===== config.mk =====
export PLATFORM = sky130hd
export DESIGN_NAME = fmqd_cordic_cell
export DESIGN_NICKNAME = d
export VERILOG_FILES = /design/src/hw/rtl/fmqd_pkg.sv /design/src/hw/rtl/fmqd_cordic_cell.sv
export SDC_FILE = /design/constraint.sdc
export NUM_CORES = 1
export LEC_CHECK = 0
export ABC_AREA = 1
export BUFFER_PORTS_ARGS = -buffer_cell sky130_fd_sc_hd__buf_2
export CAP_MARGIN = 20
export CORE_ASPECT_RATIO = 1.1
export CORE_MARGIN = 3
export CORE_UTILIZATION = 40
export DETAILED_ROUTE_END_ITERATION = 8
export GPL_TIMING_DRIVEN = 0
export PLACE_DENSITY = 0.63
export SETUP_SLACK_MARGIN = 0.1
export SKIP_LAST_GASP = 1
export SYNTH_ARGS = -nofsm -noshare
export SYNTH_HDL_FRONTEND = slang
export SYNTH_SLANG_ARGS = --single-unit

===== constraint.sdc =====
create_clock -name clock -period 5.4 [get_ports clock]
set_clock_uncertainty 0.05 [all_clocks]
set_input_delay 1.08 -clock clock [delete_from_list [all_inputs] [get_ports clock]]
set_output_delay 1.08 -clock clock [all_outputs]
set_load 0.1 [all_outputs]

===== src/hw/rtl/fmqd_pkg.sv =====
// ----------------------------------------------------------------------------
// fmqd_pkg
// Shared types and constants of the FM quadrature discriminator.
// ----------------------------------------------------------------------------
`default_nettype none

package fmqd_pkg;

   localparam int SAMPLE_WIDTH_DEFAULT  = 16;
   localparam int CORDIC_STAGES_DEFAULT = 16;
   localparam int ATAN_ENTRIES          = 24;

   localparam int GAIN_WIDTH  = 16;
   localparam int AUDIO_WIDTH = 24;
   localparam int ANGLE_WIDTH = 17;
   localparam int PROD_WIDTH  = ANGLE_WIDTH + GAIN_WIDTH + 1;
   localparam int Z_WIDTH     = 32;

   localparam logic [GAIN_WIDTH-1:0] GAIN_RESET = 16'd328;

   // quarter turn, in units of pi with 30 fractional bits
   localparam logic signed [Z_WIDTH-1:0] Z_QUARTER = 32'sd536870912;
   localparam logic signed [Z_WIDTH-1:0] Z_ROUND   = 32'sd16384;

   // atan(2^-k) / pi, 30 fractional bits
   localparam logic signed [Z_WIDTH-1:0] ATAN_TABLE [0:ATAN_ENTRIES-1] = '{
      32'sd268435456, 32'sd158466703, 32'sd83729454, 32'sd42502378,
      32'sd21333666,  32'sd10677233,  32'sd5339919,  32'sd2670123,
      32'sd1335082,   32'sd667543,    32'sd333772,   32'sd166886,
      32'sd83443,     32'sd41722,     32'sd20861,    32'sd10430,
      32'sd5215,      32'sd2608,      32'sd1304,     32'sd652,
      32'sd326,       32'sd163,       32'sd81,       32'sd41
   };

   typedef struct packed {
      logic valid;
      logic zero;
   } fmqd_ctl_type;

endpackage

`default_nettype wire


===== src/hw/rtl/fmqd_cordic_cell.sv =====
// ----------------------------------------------------------------------------
// fmqd_cordic_cell
// One vectoring CORDIC micro-rotation with its own registered output.
// ----------------------------------------------------------------------------
`default_nettype none

module fmqd_cordic_cell
   import fmqd_pkg::*;
#(
   parameter int X_WIDTH = 2 * SAMPLE_WIDTH_DEFAULT + 3,
   parameter int STAGE   = 0
)(
   input  wire logic                      clock,
   input  wire logic                      reset,
   input  wire logic                      en,
   input  wire fmqd_ctl_type              in_ctl,
   input  wire logic signed [X_WIDTH-1:0] in_x,
   input  wire logic signed [X_WIDTH-1:0] in_y,
   input  wire logic signed [Z_WIDTH-1:0] in_z,
   output fmqd_ctl_type                   out_ctl,
   output logic signed [X_WIDTH-1:0]      out_x,
   output logic signed [X_WIDTH-1:0]      out_y,
   output logic signed [Z_WIDTH-1:0]      out_z
);

   logic                      rot_down;
   logic signed [X_WIDTH-1:0] xs, ys, x_ff, y_ff, x_in, y_in;
   logic signed [Z_WIDTH-1:0] z_ff, z_in;
   fmqd_ctl_type              ctl_ff;

   assign xs       = in_x >>> STAGE;
   assign ys       = in_y >>> STAGE;
   assign rot_down = !in_y[X_WIDTH-1] && (in_y != '0);

   always_comb begin
      if (rot_down) begin
         x_in = in_x + ys;
         y_in = in_y - xs;
         z_in = in_z + ATAN_TABLE[STAGE];
      end else begin
         x_in = in_x - ys;
         y_in = in_y + xs;
         z_in = in_z - ATAN_TABLE[STAGE];
      end
   end

   always_ff @(posedge clock) begin
      if (reset) begin
         ctl_ff.valid <= 1'b0;
      end else if (en) begin
         ctl_ff <= in_ctl;
      end
   end

   always_ff @(posedge clock) begin
      if (en) begin
         x_ff <= x_in;
         y_ff <= y_in;
         z_ff <= z_in;
      end
   end

   assign out_ctl = ctl_ff;
   assign out_x   = x_ff;
   assign out_y   = y_ff;
   assign out_z   = z_ff;

endmodule

`default_nettype wire


==> impl_metrics.ini <==
[power_and_ir_drop]
cellInternalPower_mw = 1.77
clkPwrFrac = 0.195
p_sw_mw = 1.87
fin_total_pwr_mw = 3.64
powerDensity_mw_per_mm2 = 285
p_seq_frac = 0.283
vdd.ir_drop.worst_mv = 0.186
combPwrFrac = 0.522
leakage_nw = 6.54
switching_share = 0.514

[placed_design]
gp_congestion = 0.962
placed_area_sq_mm = 0.0125
port_buffers = 210
post-place-ws_ns = 0.792
dp.cells = 2185
dp_hpwl_um = 37300

[floorplan]
initial_core_util = 0.412
die_w_um = 164
rows = 62
fp.dieH_um = 179
dieArea_sq_mm = 0.0294
io_pins = 211
coreArea_sq_mm = 0.0265

[sta]
final.min_clock_period_ns = 4.23
fin_crit_sh = 0.783
hold_violations = 0
setup_ws_ns = 1.17
max_freq_mhz = 236
final_max_slew_viol_count = 0
grt_setup_unrepaired = no
relSlewSlack = 0.200
finalSetupViolations = 0
hold_ws_ns = 0.429
worst_slew_pin_slew_ns = 1.20
setup_tns_ns = 0

[clock_network]
cts_num_sinks = 103
cts_buffers = 9
clockBufferDepth = 2
htree_levels = 3
clock-root-buffer = clkbuf_16
clkLatencyLatePin_ns = 0.36
cts_tree = done
post_cts_buffers = 0
hold_buffers = 0
clk_pin_slew_ns = 0.07
post_cts_resized = 0

[route]
drt-total-wl_um = 44200
vias_per_cell = 5.27
num_vias = 11600
drc = 0
wire_per_inst_um = 20.1
drtPass1Iterations = 5
ant_nets = 0
first_iter_violations = 1002

[setup_path]
required_ns = 5.45
worstSetupStartpointType = primary input
crit_path_start = in_y[2]
crit_arrival_ns = 4.28
end_kind = flop
r2r_start = out_ctl[1]
critical_path_class = primary input to flop
critical_path_peak_fanout = 12

[logic_synthesis]
synth_top_area_cell = edfxtp_1
ys_ff_latch = 103
syn_area_sq_mm = 0.0109
syn_inst = 1622
yosysSeqAreaShare = 0.282
synth.area.top_cells = edfxtp_1, nand2_1, ha_1
yosys.cell_types.count = 39
syn_nets = 1839
ys_warn_count = 0
syn_area_per_cell_sq_um = 6.75
yosysTopAreaCellShare = 0.280

[global_routing]
grt_pass1_wl_um = 65100
grt.overflow.total = 0
antenna_found_initial = 0
grt_pass1_vias = 11100
grt_use_total = 0.296
grt_max_degree = 74

[layout]
n_antenna_cell = 0
syn2layout_area_growth_pct = 16.8
drive_above_1_share = 0.174
fin_area_sq_mm = 0.0128
nets = 2061
fin_cells = 2201
final_core_util = 0.482

[hold_path]
hp-start = out_ctl[1]
hold_path_class = flop to flop

[run_status]
status = finished clean

[run]
cap_violations = 0
## flip-flops by register name (all words and copies together), names as in the netlist
register / flops
out_y: 35
out_x: 34
out_z: 32
out_ctl: 2
## cells in the final DEF, fill, tap and decap left out, types with 7 or more instances in the layout
| cell type | count |
|---|---|
| nor2_2 | 17 |
| nor3_1 | 15 |
| nand2_2 | 9 |
| xor2_1 | 38 |
| o21ai_0 | 75 |
| inv_1 | 229 |
| buf_4 | 27 |
| buf_2 | 223 |
| nor2_1 | 138 |
| clkbuf_16 | 9 |
| edfxtp_1 | 102 |
| or2_2 | 8 |
| a21o_1 | 7 |
| inv_2 | 7 |
| ha_1 | 106 |
| nand3_1 | 153 |
| a21oi_1 | 119 |
| o21bai_1 | 20 |
| o21ai_1 | 17 |
| nand4_1 | 18 |
| nand2_1 | 467 |
## cell usage after synthesis (all sizes together)
master  number
nand3      153
or2          8
a21oi      122
o21a         1
fa           4
and2         2
inv        236
nand4       18
edfxtp     102
nor3        18
o21ai       92
xnor2        2
dfxtp        1
nand2      476
a21o         7
buf         43
o211ai       4
a31oi        3
a21boi       5
nand3b       1
nor4         3
o21bai      20
clkbuf       1
xor2        38
ha         106
nor2       156
## power by group through the flow
stage               Clock [mW]  Combinational (mW)  Sequential (mW)
CTS                      0.727                1.87             1.03
floorplan                    0               0.678             1.77
global placement             0                1.86             1.05
finish                   0.710                1.90             1.03
global route             0.759                2.02             1.04
detailed placement           0                1.87             1.05
## metal layers
layer  vias to the layer above  track usage  share of wire
li1                       5694            -              -
met1                      5327        0.424           0.45
met2                       510        0.444           0.42
met3                        70       0.0536          0.087
met4                         0        0.110          0.038
met5                         -            0              0
## cells by family (layout without fill, tap and decap cells)
family | after synthesis | count (layout) | share of synthesized area
adder cells (fa/ha/maj) | 110 | 110 | 0.129
flip-flops | 103 | 103 | 0.282
AND/OR/NAND/NOR | 835 | 835 | 0.323
buffers and inverters | 280 | 507 | 0.108
AO/OA/AOI/OAI | 254 | 254 | 0.127
XOR/XNOR | 40 | 40 | 0.0320
## critical path, stage by stage
cell and delay (ns):
buf_2 0.12, inv_1 0.23, nand4_1 0.17, nor3_1 0.48
nand3_1 0.17, nor2_1 0.36, nor2_2 0.17, inv_2 0.11
buf_4 0.19, buf_2 0.34, ha_1 0.33, a21oi_1 0.15
nand2_1 0.08, xnor2_1 0.13, xor2_1 0.16
## final timing paths
kind           endpoint  slack (ns)  cells past startpoint
max           out_z[31]        1.17                     15
min          out_ctl[1]        0.43                      2
max reg2reg  out_ctl[1]        4.77                      2
min reg2reg  out_ctl[1]        0.43                      2
## final cells by class
type	instances	area (sq um)
fillers	2847	13800
multi-input cells	1239	6680
flip-flops and latches	103	3080
repair buffers	211	1080
inverters	236	886
well taps	352	440
plain buffers	44	295
clock buffers	9	225
clock inverters	7	86.3
Power figures use the tool's default switching activity.
