## config.mk

```make
export PLATFORM = sky130hd
export DESIGN_NAME = fmqd_mixer
export DESIGN_NICKNAME = d
export VERILOG_FILES = /design/src/hw/rtl/fmqd_pkg.sv /design/src/hw/rtl/fmqd_mixer.sv
export SDC_FILE = /design/constraint.sdc
export NUM_CORES = 2
export LEC_CHECK = 0
export BUFFER_PORTS_ARGS = -buffer_cell sky130_fd_sc_hd__buf_2
export CAP_MARGIN = 20
export CORE_MARGIN = 5
export CORE_UTILIZATION = 60
export CTS_CLUSTER_SIZE = 20
export DETAILED_ROUTE_END_ITERATION = 6
export PLACE_DENSITY_LB_ADDON = 0.12
export SYNTH_ARGS = -nofsm -noshare
export SYNTH_HDL_FRONTEND = slang
export SYNTH_SLANG_ARGS = --single-unit
export TNS_END_PERCENT = 50
```

## constraint.sdc

```tcl
create_clock -name clock -period 6.9 [get_ports clock]
set_input_delay 0.345 -clock clock [delete_from_list [all_inputs] [get_ports clock]]
set_output_delay 0.345 -clock clock [all_outputs]
set_load 0.02 [all_outputs]
```

## src/hw/rtl/fmqd_pkg.sv

```systemverilog
// ----------------------------------------------------------------------------
// fmqd_pkg
// Shared types and constants of the FM quadrature discriminator.
// ----------------------------------------------------------------------------
`default_nettype none

package fmqd_pkg;

   localparam int SAMPLE_WIDTH_DEFAULT  = 16;
   localparam int CORDIC_STAGES_DEFAULT = 16;
   localparam int ATAN_ENTRIES          = 24;

   localparam int GAIN_WIDTH  = 16;
   localparam int AUDIO_WIDTH = 24;
   localparam int ANGLE_WIDTH = 17;
   localparam int PROD_WIDTH  = ANGLE_WIDTH + GAIN_WIDTH + 1;
   localparam int Z_WIDTH     = 32;

   localparam logic [GAIN_WIDTH-1:0] GAIN_RESET = 16'd328;

   // quarter turn, in units of pi with 30 fractional bits
   localparam logic signed [Z_WIDTH-1:0] Z_QUARTER = 32'sd536870912;
   localparam logic signed [Z_WIDTH-1:0] Z_ROUND   = 32'sd16384;

   // atan(2^-k) / pi, 30 fractional bits
   localparam logic signed [Z_WIDTH-1:0] ATAN_TABLE [0:ATAN_ENTRIES-1] = '{
      32'sd268435456, 32'sd158466703, 32'sd83729454, 32'sd42502378,
      32'sd21333666,  32'sd10677233,  32'sd5339919,  32'sd2670123,
      32'sd1335082,   32'sd667543,    32'sd333772,   32'sd166886,
      32'sd83443,     32'sd41722,     32'sd20861,    32'sd10430,
      32'sd5215,      32'sd2608,      32'sd1304,     32'sd652,
      32'sd326,       32'sd163,       32'sd81,       32'sd41
   };

   typedef struct packed {
      logic valid;
      logic zero;
   } fmqd_ctl_type;

endpackage

`default_nettype wire

```

## src/hw/rtl/fmqd_mixer.sv

```systemverilog
// ----------------------------------------------------------------------------
// fmqd_mixer
// Forms conj(prior) * current over two stages, then applies the quarter-turn
// pre-rotation that brings the vector into the right half-plane.
// ----------------------------------------------------------------------------
`default_nettype none

module fmqd_mixer
   import fmqd_pkg::*;
#(
   parameter int SAMPLE_WIDTH = SAMPLE_WIDTH_DEFAULT,
   parameter int X_WIDTH      = 2 * SAMPLE_WIDTH + 3
)(
   input  wire logic                           clock,
   input  wire logic                           reset,
   input  wire logic                           en,
   input  wire logic                           in_valid,
   input  wire logic signed [SAMPLE_WIDTH-1:0] cur_i,
   input  wire logic signed [SAMPLE_WIDTH-1:0] cur_q,
   input  wire logic signed [SAMPLE_WIDTH-1:0] pri_i,
   input  wire logic signed [SAMPLE_WIDTH-1:0] pri_q,
   output fmqd_ctl_type                        out_ctl,
   output logic signed [X_WIDTH-1:0]           out_x,
   output logic signed [X_WIDTH-1:0]           out_y,
   output logic signed [Z_WIDTH-1:0]           out_z
);

   localparam int PW = 2 * SAMPLE_WIDTH;

   logic                 v1_ff, v1_in, v2_ff, v2_in;
   logic signed [PW-1:0] pp_ii_ff, pp_qq_ff, pp_iq_ff, pp_qi_ff;
   logic signed [PW-1:0] pp_ii_in, pp_qq_in, pp_iq_in, pp_qi_in;
   logic signed [PW:0]   re_ff, im_ff, re_in, im_in;
   logic signed [X_WIDTH-1:0] re_x, im_x;
   fmqd_ctl_type              ctl_ff, ctl_in;
   logic signed [X_WIDTH-1:0] x_ff, y_ff, x_in, y_in;
   logic signed [Z_WIDTH-1:0] z_ff, z_in;

   assign v1_in    = in_valid;
   assign pp_ii_in = pri_i * cur_i;
   assign pp_qq_in = pri_q * cur_q;
   assign pp_iq_in = pri_i * cur_q;
   assign pp_qi_in = pri_q * cur_i;

   assign v2_in = v1_ff;
   assign re_in = {pp_ii_ff[PW-1], pp_ii_ff} + {pp_qq_ff[PW-1], pp_qq_ff};
   assign im_in = {pp_iq_ff[PW-1], pp_iq_ff} - {pp_qi_ff[PW-1], pp_qi_ff};

   assign re_x = {{(X_WIDTH-PW-1){re_ff[PW]}}, re_ff};
   assign im_x = {{(X_WIDTH-PW-1){im_ff[PW]}}, im_ff};

   always_comb begin
      ctl_in.valid = v2_ff;
      ctl_in.zero  = (re_ff == '0) && (im_ff == '0);
      x_in = re_x;
      y_in = im_x;
      z_in = '0;
      if (re_ff[PW]) begin
         if (!im_ff[PW]) begin
            x_in = im_x;
            y_in = -re_x;
            z_in = Z_QUARTER;
         end else begin
            x_in = -im_x;
            y_in = re_x;
            z_in = -Z_QUARTER;
         end
      end
   end

   always_ff @(posedge clock) begin
      if (reset) begin
         v1_ff        <= 1'b0;
         v2_ff        <= 1'b0;
         ctl_ff.valid <= 1'b0;
      end else if (en) begin
         v1_ff  <= v1_in;
         v2_ff  <= v2_in;
         ctl_ff <= ctl_in;
      end
   end

   always_ff @(posedge clock) begin
      if (en) begin
         pp_ii_ff <= pp_ii_in;
         pp_qq_ff <= pp_qq_in;
         pp_iq_ff <= pp_iq_in;
         pp_qi_ff <= pp_qi_in;
         re_ff    <= re_in;
         im_ff    <= im_in;
         x_ff     <= x_in;
         y_ff     <= y_in;
         z_ff     <= z_in;
      end
   end

   assign out_ctl = ctl_ff;
   assign out_x   = x_ff;
   assign out_y   = y_ff;
   assign out_z   = z_ff;

endmodule

`default_nettype wire

```

==> impl_results.md <==
* Synth area leader: fa_1
* Max Slew Vio Count at 0
* TritonCTS Sinks at 270
* Die H at 306.5 um
* Clk root buf: clkbuf_16
* Max-cap violations at 0
* Final-report hold violation count at 0
* Post-CTS Setup Inserts at 0
* Worst-Margin Slew at 0.9905 ns
* Initial DRC Count at 2527
* Cts repair resizes at 0
* Distinct cell type count after synthesis at 70
* Final ANT Viol Nets at 0
* Total CTS buffers at 31
* Share of cells above drive strength 1 at 6.538%
* Critical path class: in2reg
* Core Footprint at 87020 um2
* Compound-Gate Fraction of Synth Area at 6.528%
* # H-tree levels at 1
* Post-Synth XOR/XNOR Area at 4.135%
* HPWL Detailed at 108100 um
* Outcome: complete, but fails checks
* Worst setup EP type: flop
* Crit share post-route at 91.21%
* Max Root-Sink Buffers at 3
* Fin util at 64.81%
* IO Count at 172
* GRT Overall Usage at 29.17%
* R2R cell count at 12
* Critical Path Start Type: primary input
* Layout area overhead at 6.939%
* Vias in the first global route at 39.38k
* Worst hold path depth at 1
* Rows at 108
* Synth top area cells: fa_1 40%, edfxtp_1 15%, ha_1 9.4%
* Most common flop cell mapped by yosys: edfxtp_1
* Top fanout value on the critical path at 23
* Unrepaired setup endpoints after global routing: no
* IO Port Bufs at 142
* Multiplexer area fraction after synthesis at 0.3274%
* Post-synth EDFFs at 267
* # setup viols final at 0
* Tmin final at 6.293 ns
* WP data arrival at 6.65 ns
* Largest family of logic cells by synthesized area: adder cells
* Most frequent cells in the layout: 1214 x inv_1, 1050 x fa_1, 543 x nand2_1, 501 x and2_1, 396 x ha_1
* Mapped Area at 52740 um2
* WHS at 0.2793 ns
* Routability cong. at 0.9166
* HP Class: in2reg
* Share of synthesized flip-flops with an asynchronous set or reset at 0%
* Residual DRC count at 2
* Max Clk Rate at 0.1589 GHz
* Commonest non-fill, non-tap cell in the layout: inv_1
* Yosys reg bits at 270
* Clock latency on the worst-skew pair at 0.61 ns
* Full die area at 93940 um2
* Max Clock Skew at 0.02919 ns
* Register area share after synthesis at 15.32%
* Post-synthesis cell count at 5460
* Slew margin rel. at 33.10%
* First drt pass iteration count at 7
* Die W at 306.5 um
* Layout Nets at 7087
* Congestion Overflow GR at 0
* Syn avg cell area at 9.660 um2
* Adder and majority gate portion of the synthesized area at 49.25%
* Setup TNS at 0 ns
* Cts hold-fix bufs at 2
* Data required time at the worst endpoint at 7.25 ns
* CTS tree: built
* Largest net degree at the start of global routing at 164
* Initial antenna violation count at 12
* Initial Util at 60.61%
* Failing checks: DRC
* Via density at 5.504
* Vias at 37.20k
* Synth warn at 0
* WL final at 132700 um
* Post-Synth Simple-Gate Area at 13.81%
* Clock transition at path regs at 0.06 ns
* DR WL/cell at 19.62 um
* Top cell type's share of synthesized area at 39.85%
* First-pass GRT wire length at 216100 um
-- per-stage QoR --
step                      area [um2]  cells  setup WS (ns)
after floorplan                52860   5490         0.7247
final                          56400   6760         0.6068
after global placement         55330   6692         0.1782
after CTS                      56390   6753         0.7149
after global routing           56390   6756         0.2996
after detailed placement       55330   6693        0.09092
-- flip-flops by register name (all words and copies together), names as in the netlist --
signal	cells
out_y	35
out_ctl	2
pp_iq_ff	32
im_ff	33
pp_qi_ff	32
out_z	2
v2_ff	1
v1_ff	1
out_x	35
re_ff	33
pp_qq_ff	32
pp_ii_ff	32
-- layout make-up --
class,count,area (um2)
diodes,7,17.52
flip-flops and latches,270,8078
clock buffers,34,787.0
clock inverters,24,244.0
repair buffers,299,2101
well taps,1155,1445
multi-input cells,3757,39170
inverters,1214,4557
fillers,7169,30620
-- worst paths after layout --
kind,startpoint,to,slack (ns)
setup reg to reg,pp_ii_ff[0],re_ff[32],2.81
setup / recovery,pri_q[7],pp_qq_ff[31],0.61
hold reg to reg,out_ctl[1],out_ctl[1],0.51
hold / removal,en,pp_ii_ff[29],0.28
-- Yosys cell counts (all sizes together), types with 84 or more instances --
| cell | n |
|---|---|
| a21oi | 188 |
| and2 | 501 |
| clkbuf | 212 |
| edfxtp | 267 |
| fa | 1050 |
| ha | 396 |
| inv | 1214 |
| nand2 | 543 |
| nor2 | 220 |
| o21ai | 110 |
| xnor2 | 165 |
| xor2 | 84 |
-- worst max-delay path, cell delays in order --
cell and delay (ns):
buf_2 0.50, nand2_1 0.18, fa_1 0.57, inv_1 0.05, fa_1 0.50, inv_1 0.05, fa_1 0.52, inv_1 0.04
fa_1 0.45, fa_1 0.49, inv_1 0.05, fa_1 0.48, inv_1 0.04, ha_1 0.36, nand3_1 0.13, nor2_1 0.13
o211ai_1 0.17, a31oi_1 0.55, nand2_1 0.11, o211a_1 0.26, o21ai_0 0.35, and4_1 0.24, nor3_1 0.05
-- cells by family after synthesis --
logic type                 after synthesis
xor gates and xnor gates               249
buffers and inverters                 1463
muxes                                   16
adders and majority gates             1446
and+or+nand+nor                       1472
DFF                                    270
other                                    1
AOI/OAI and AO/OA                      543
-- metal layers --
metal / up-vias / global-route usage (%) / part of all wire [%]
met2: 1307 / 47.44 / 46
met4: 8 / 11.71 / 5.1
met1: 18800 / 40.58 / 42
met5: - / 0.6572 / 0.094
met3: 214 / 3.427 / 6.8
li1: 16875 / - / -
Power is not shown: default switching activity piles up to over one toggle a cycle in this logic, so the estimate is an artifact.
