===== src/hw/rtl/fmqd_pkg.sv =====
// ----------------------------------------------------------------------------
// fmqd_pkg
// Shared types and constants of the FM quadrature discriminator.
// ----------------------------------------------------------------------------
`default_nettype none

package fmqd_pkg;

   localparam int SAMPLE_WIDTH_DEFAULT  = 16;
   localparam int CORDIC_STAGES_DEFAULT = 16;
   localparam int ATAN_ENTRIES          = 24;

   localparam int GAIN_WIDTH  = 16;
   localparam int AUDIO_WIDTH = 24;
   localparam int ANGLE_WIDTH = 17;
   localparam int PROD_WIDTH  = ANGLE_WIDTH + GAIN_WIDTH + 1;
   localparam int Z_WIDTH     = 32;

   localparam logic [GAIN_WIDTH-1:0] GAIN_RESET = 16'd328;

   // quarter turn, in units of pi with 30 fractional bits
   localparam logic signed [Z_WIDTH-1:0] Z_QUARTER = 32'sd536870912;
   localparam logic signed [Z_WIDTH-1:0] Z_ROUND   = 32'sd16384;

   // atan(2^-k) / pi, 30 fractional bits
   localparam logic signed [Z_WIDTH-1:0] ATAN_TABLE [0:ATAN_ENTRIES-1] = '{
      32'sd268435456, 32'sd158466703, 32'sd83729454, 32'sd42502378,
      32'sd21333666,  32'sd10677233,  32'sd5339919,  32'sd2670123,
      32'sd1335082,   32'sd667543,    32'sd333772,   32'sd166886,
      32'sd83443,     32'sd41722,     32'sd20861,    32'sd10430,
      32'sd5215,      32'sd2608,      32'sd1304,     32'sd652,
      32'sd326,       32'sd163,       32'sd81,       32'sd41
   };

   typedef struct packed {
      logic valid;
      logic zero;
   } fmqd_ctl_type;

endpackage

`default_nettype wire


===== src/hw/rtl/fmqd_scaler.sv =====
// ----------------------------------------------------------------------------
// fmqd_scaler
// Rounds the CORDIC angle to Q2.15, applies the Q8.8 gain and saturates the
// audio sample to 24 bits.
// ----------------------------------------------------------------------------
`default_nettype none

module fmqd_scaler
   import fmqd_pkg::*;
(
   input  wire logic                          clock,
   input  wire logic                          reset,
   input  wire logic                          en,
   input  wire fmqd_ctl_type                  in_ctl,
   input  wire logic signed [Z_WIDTH-1:0]     in_z,
   input  wire logic        [GAIN_WIDTH-1:0]  gain,
   output logic                               out_valid,
   output logic signed [AUDIO_WIDTH-1:0]      out_audio
);

   localparam int SW = PROD_WIDTH - 8;
   localparam logic signed [SW-1:0] SAT_MAX = SW'(2 ** (AUDIO_WIDTH - 1) - 1);
   localparam logic signed [SW-1:0] SAT_MIN = -SW'(2 ** (AUDIO_WIDTH - 1));

   logic signed [Z_WIDTH-1:0]     z_rnd, z_sh;
   logic                          va_ff, va_in, vp_ff, vp_in;
   logic signed [ANGLE_WIDTH-1:0] ang_ff, ang_in;
   logic signed [PROD_WIDTH-1:0]  prod_ff, prod_in, prod_rnd;
   logic signed [SW-1:0]          scaled;

   assign z_rnd = in_z + Z_ROUND;
   assign z_sh  = z_rnd >>> 15;
   assign va_in = in_ctl.valid;

   always_comb begin
      if (in_ctl.zero) begin
         ang_in = '0;
      end else if (!z_sh[ANGLE_WIDTH-1] && z_sh[ANGLE_WIDTH-2]) begin
         // plus pi wraps to minus pi
         ang_in = {1'b1, z_sh[ANGLE_WIDTH-2:0]};
      end else begin
         ang_in = z_sh[ANGLE_WIDTH-1:0];
      end
   end

   assign vp_in   = va_ff;
   assign prod_in = ang_ff * $signed({1'b0, gain});

   assign prod_rnd = prod_ff + PROD_WIDTH'(128);
   assign scaled   = prod_rnd[PROD_WIDTH-1:8];

   always_comb begin
      if (scaled > SAT_MAX) begin
         out_audio = SAT_MAX[AUDIO_WIDTH-1:0];
      end else if (scaled < SAT_MIN) begin
         out_audio = SAT_MIN[AUDIO_WIDTH-1:0];
      end else begin
         out_audio = scaled[AUDIO_WIDTH-1:0];
      end
   end

   always_ff @(posedge clock) begin
      if (reset) begin
         va_ff <= 1'b0;
         vp_ff <= 1'b0;
      end else if (en) begin
         va_ff <= va_in;
         vp_ff <= vp_in;
      end
   end

   always_ff @(posedge clock) begin
      if (en) begin
         ang_ff  <= ang_in;
         prod_ff <= prod_in;
      end
   end

   assign out_valid = vp_ff;

endmodule

`default_nettype wire


===== config.mk =====
export PLATFORM = sky130hd
export DESIGN_NAME = fmqd_scaler
export DESIGN_NICKNAME = d
export VERILOG_FILES = /design/src/hw/rtl/fmqd_pkg.sv /design/src/hw/rtl/fmqd_scaler.sv
export SDC_FILE = /design/constraint.sdc
export NUM_CORES = 1
export LEC_CHECK = 0
export BUFFER_PORTS_ARGS = -buffer_cell sky130_fd_sc_hd__buf_2
export CAP_MARGIN = 10
export CORE_MARGIN = 10
export CORE_UTILIZATION = 30
export DETAILED_ROUTE_END_ITERATION = 7
export PLACE_DENSITY = 0.42
export SYNTH_ARGS = -nofsm -noshare
export SYNTH_HDL_FRONTEND = slang
export SYNTH_SLANG_ARGS = --single-unit

===== constraint.sdc =====
create_clock -name clock -period 9.47 [get_ports clock]
set_input_delay 0.947 -clock clock [delete_from_list [all_inputs] [get_ports clock]]
set_output_delay 0.947 -clock clock [all_outputs]
set_load 0.03 [all_outputs]

==> impl_metrics.toml <==
[yosys]
synth_top_flop_cell = "sky130_fd_sc_hd__edfxtp_1"
synth_edf_count = 44
share_of_flip_flops_with_an_asynchronous_set_or_reset_pct = 0
synth.distinct_cells = 58
syn_nets = 1867
syn-cell-area_mm2 = 0.0132
synth-seq-cells = 46
post_synth_inst_count = 1450
yosys_warnings = 0
seq_total_area_yosys_pct = 10.3
top_cells_by_instance_count_after_synthesis = "sky130_fd_sc_hd__inv_1 (361), sky130_fd_sc_hd__fa_1 (277), sky130_fd_sc_hd__nand2_1 (194)"
synthMostInstantiatedCell = "sky130_fd_sc_hd__inv_1"
area_share_of_the_largest_cell_type_after_synthesis_pct = 42.0
synth_area_leaders = "sky130_fd_sc_hd__fa_1 (42%), sky130_fd_sc_hd__inv_1 (10%), sky130_fd_sc_hd__edfxtp_1 (10%), sky130_fd_sc_hd__ha_1 (8.2%), sky130_fd_sc_hd__nand2_1 (5.5%)"
synth_area_per_cell_um2 = 9.10
yosys_top_cell_by_area = "sky130_fd_sc_hd__fa_1"

[placed_design]
placement.setup.worst_slack_ps = 1680
gp_routability_congestion = 0.778
dp_hpwl_mm = 27.4
place.port_buffers = 63
area_after_detailed_placement_mm2 = 0.0140

[global_route]
groute.layer.met3.usage_pct = 0.985
global_route.usage.met1_pct = 15.7
first_pass_grt_wire_length_mm = 56.0
maximum_number_of_pins_on_one_net_before_global_route_repair = 47
grt_antenna_before_repair = 1
global_route_usage_sum_pct = 13.3
met2_usage_pct = 25.5
busiest_layer = "met2"
overflow = 0
number_of_global_route_vias_before_repair = 10600

[timing]
fin_setup_tns_ps = 0
final-max-slew-violation-count = 0
finalSetupViolations = 0
report.final.hold_viol_count = 0
finalClockSkew_ps = 10.8
max_freq_mhz = 135
worst_slack_ps = 2060
tightestPinTransition_ps = 1100
final_min_period_over_clock_period_pct = 78.3
min_period_ps = 7410
slew_headroom_pct = 26.6
grt_setup_unrepaired = "no"

[route]
drtAntennaViolNets = 0
dr_total_vias = 9346
postRouteWirelength_mm = 33.0
detailedRoute.firstPassIterationCount = 5
drcViolationCount = 0
routed_wire_length_per_instance_um = 16.0
initialDrtViolationCount = 260
vias_per_cell = 4.54

[worst_setup_path]
critical_path.startpoint_type = "primary input"
regToRegEndpoint = "prod_ff[33]$_DFFE_PP_"
reg2reg_setup_slack_ps = 2300
cp-endpoint = "prod_ff[33]$_DFFE_PP_"
startpoint = "gain[3]"
critical_path.endpoint_type = "register"
r2r.worst_path.cells = 18
regToRegStartpoint = "ang_ff[16]$_SDFFCE_PP0P_"
cp_max_fo = 17
worstPathArrival_ps = 7480
setup_cp_type = "in -> reg"
crit_required_ps = 9530

[floorplan]
die_area_mm2 = 0.0528
start_util_pct = 30.5
floorplan.die.height_um = 230
io_pins = 78
fp.dieW_um = 230
core_area_mm2 = 0.0433
placementRows = 76

[run_status]
outcome = "finished clean"

[cts]
hold_buffers = 0
h_tree_level_count = 2
ctsLongestPathBuffers = 2
clk_root_buffer_cell = "sky130_fd_sc_hd__clkbuf_16"
worstSkewPairLatency_ps = 320
cts_tree = "built"
clock-sinks = 46
ctsResizeCount = 0
clock_buffers_created_by_tritoncts = 5
post_cts_repair_timing_setup_buffer_count = 0
worst_setup_hold_path_clk_slew_ps = 70

[run]
maxCapViolations = 0

[layout]
finish.instance_area_mm2 = 0.0142
synthToLayoutAreaGrowth_pct = 7.77
layout_cells_sized_above_1_pct = 7.20
final_net_count = 1888

[worst_hold_path]
timing.hold.worst.class = "reg -> reg"
registers in the layout, summed over array words and instances, names as in the netlist:
name	flops
va_ff	1
ang_ff	17
prod_ff	27
out_valid	1
kinds of logic (layout without fill, tap and decap cells):
| logic type | Yosys count | after routing | share of synthesized area, % |
|---|---|---|---|
| xor gates and xnor gates | 71 | 71 | 4.85 |
| DFF | 46 | 46 | 10.3 |
| AOI/OAI and AO/OA | 122 | 122 | 6.31 |
| adders and majority gates | 364 | 364 | 50.3 |
| other | 0 | 1 | 0 |
| and+or+nand+nor | 432 | 432 | 16.2 |
| muxes | 2 | 2 | 0.152 |
| buffers and inverters | 413 | 435 | 11.9 |
how the worst min path moves through the flow:
stage	cells past startpoint	slack, ps	startpoint	end
floorplan	2	460	va_ff$_SDFFE_PP0P_	va_ff$_SDFFE_PP0P_
global placement	2	470	out_valid$_SDFFE_PP0P_	out_valid$_SDFFE_PP0P_
detailed placement	2	490	va_ff$_SDFFE_PP0P_	va_ff$_SDFFE_PP0P_
CTS	2	510	va_ff$_SDFFE_PP0P_	va_ff$_SDFFE_PP0P_
global route	2	540	va_ff$_SDFFE_PP0P_	va_ff$_SDFFE_PP0P_
finish	2	500	va_ff$_SDFFE_PP0P_	va_ff$_SDFFE_PP0P_
through the flow:
| step | instances | hold slack, ps | utilization [%] |
|---|---|---|---|
| 3_5_place_dp | 2049 | 492 | 32.5 |
| 3_3_place_gp | 2049 | 472 | 32.5 |
| 4_1_cts | 2057 | 510 | 32.9 |
| 5_1_grt | 2058 | 540 | 32.9 |
| 2_1_floorplan | 1450 | 460 | - |
| 6_report | 2058 | 500 | 32.9 |
area by class of cell:
cell class | count | area (um^2)
Antenna cell | 1 | 2.50
Tap cell | 585 | 732
Timing Repair Buffer | 66 | 338
Sequential cell | 46 | 1360
Fill cell | 4608 | 29000
Clock buffer | 5 | 125
Clock inverter | 3 | 43.8
Inverter | 361 | 1360
Multi-Input combinational cell | 991 | 10300
worst max-delay path: stages:
cell	delay (ps)
sky130_fd_sc_hd__buf_2	340
sky130_fd_sc_hd__nand2_1	190
sky130_fd_sc_hd__fa_1	740
sky130_fd_sc_hd__inv_1	140
sky130_fd_sc_hd__fa_1	880
sky130_fd_sc_hd__fa_1	510
sky130_fd_sc_hd__fa_1	480
sky130_fd_sc_hd__fa_1	560
sky130_fd_sc_hd__inv_1	60
sky130_fd_sc_hd__fa_1	530
sky130_fd_sc_hd__inv_1	40
sky130_fd_sc_hd__ha_1	400
sky130_fd_sc_hd__nand4_1	260
sky130_fd_sc_hd__nor2_1	120
sky130_fd_sc_hd__a22oi_1	300
sky130_fd_sc_hd__nand3_1	110
sky130_fd_sc_hd__o221a_2	320
sky130_fd_sc_hd__or4_1	400
sky130_fd_sc_hd__o311a_1	120
cell usage in the layout (no fill, tap or decap), drive strengths merged, types with 2 or more instances in the layout:
cell / Yosys / final
dfxtp: 2 / 2
ha: 87 / 87
clkbuf: 47 / 5
edfxtp: 44 / 44
and3: 9 / 9
a21o: 8 / 8
and2: 114 / 114
nor2: 47 / 47
or4: 2 / 2
inv: 361 / 362
nand4: 13 / 13
nand3: 25 / 25
a21oi: 54 / 54
a31oi: 6 / 6
mux2i: 2 / 2
a22o: 2 / 2
fa: 277 / 277
nor3: 8 / 8
buf: 5 / 66
and4: 8 / 8
o22ai: 2 / 2
o21a: 7 / 7
a221o: 3 / 3
a211oi: 4 / 4
nor2b: 5 / 5
xnor2: 33 / 33
o21ai: 21 / 21
xor2: 38 / 38
nand2: 194 / 194
o21bai: 4 / 4
a41oi: 2 / 2
nor4: 3 / 3
routing by layer:
layer  wire length, um  vias to the layer above
met3               718                       21
met4               570                        0
met1             13600                     4853
met5                 0                        -
li1                  -                     4385
met2             18100                       87
Power is left out: the tool's default activity adds up to more than one toggle a clock period on the data nets, which glitch-free logic cannot reach.
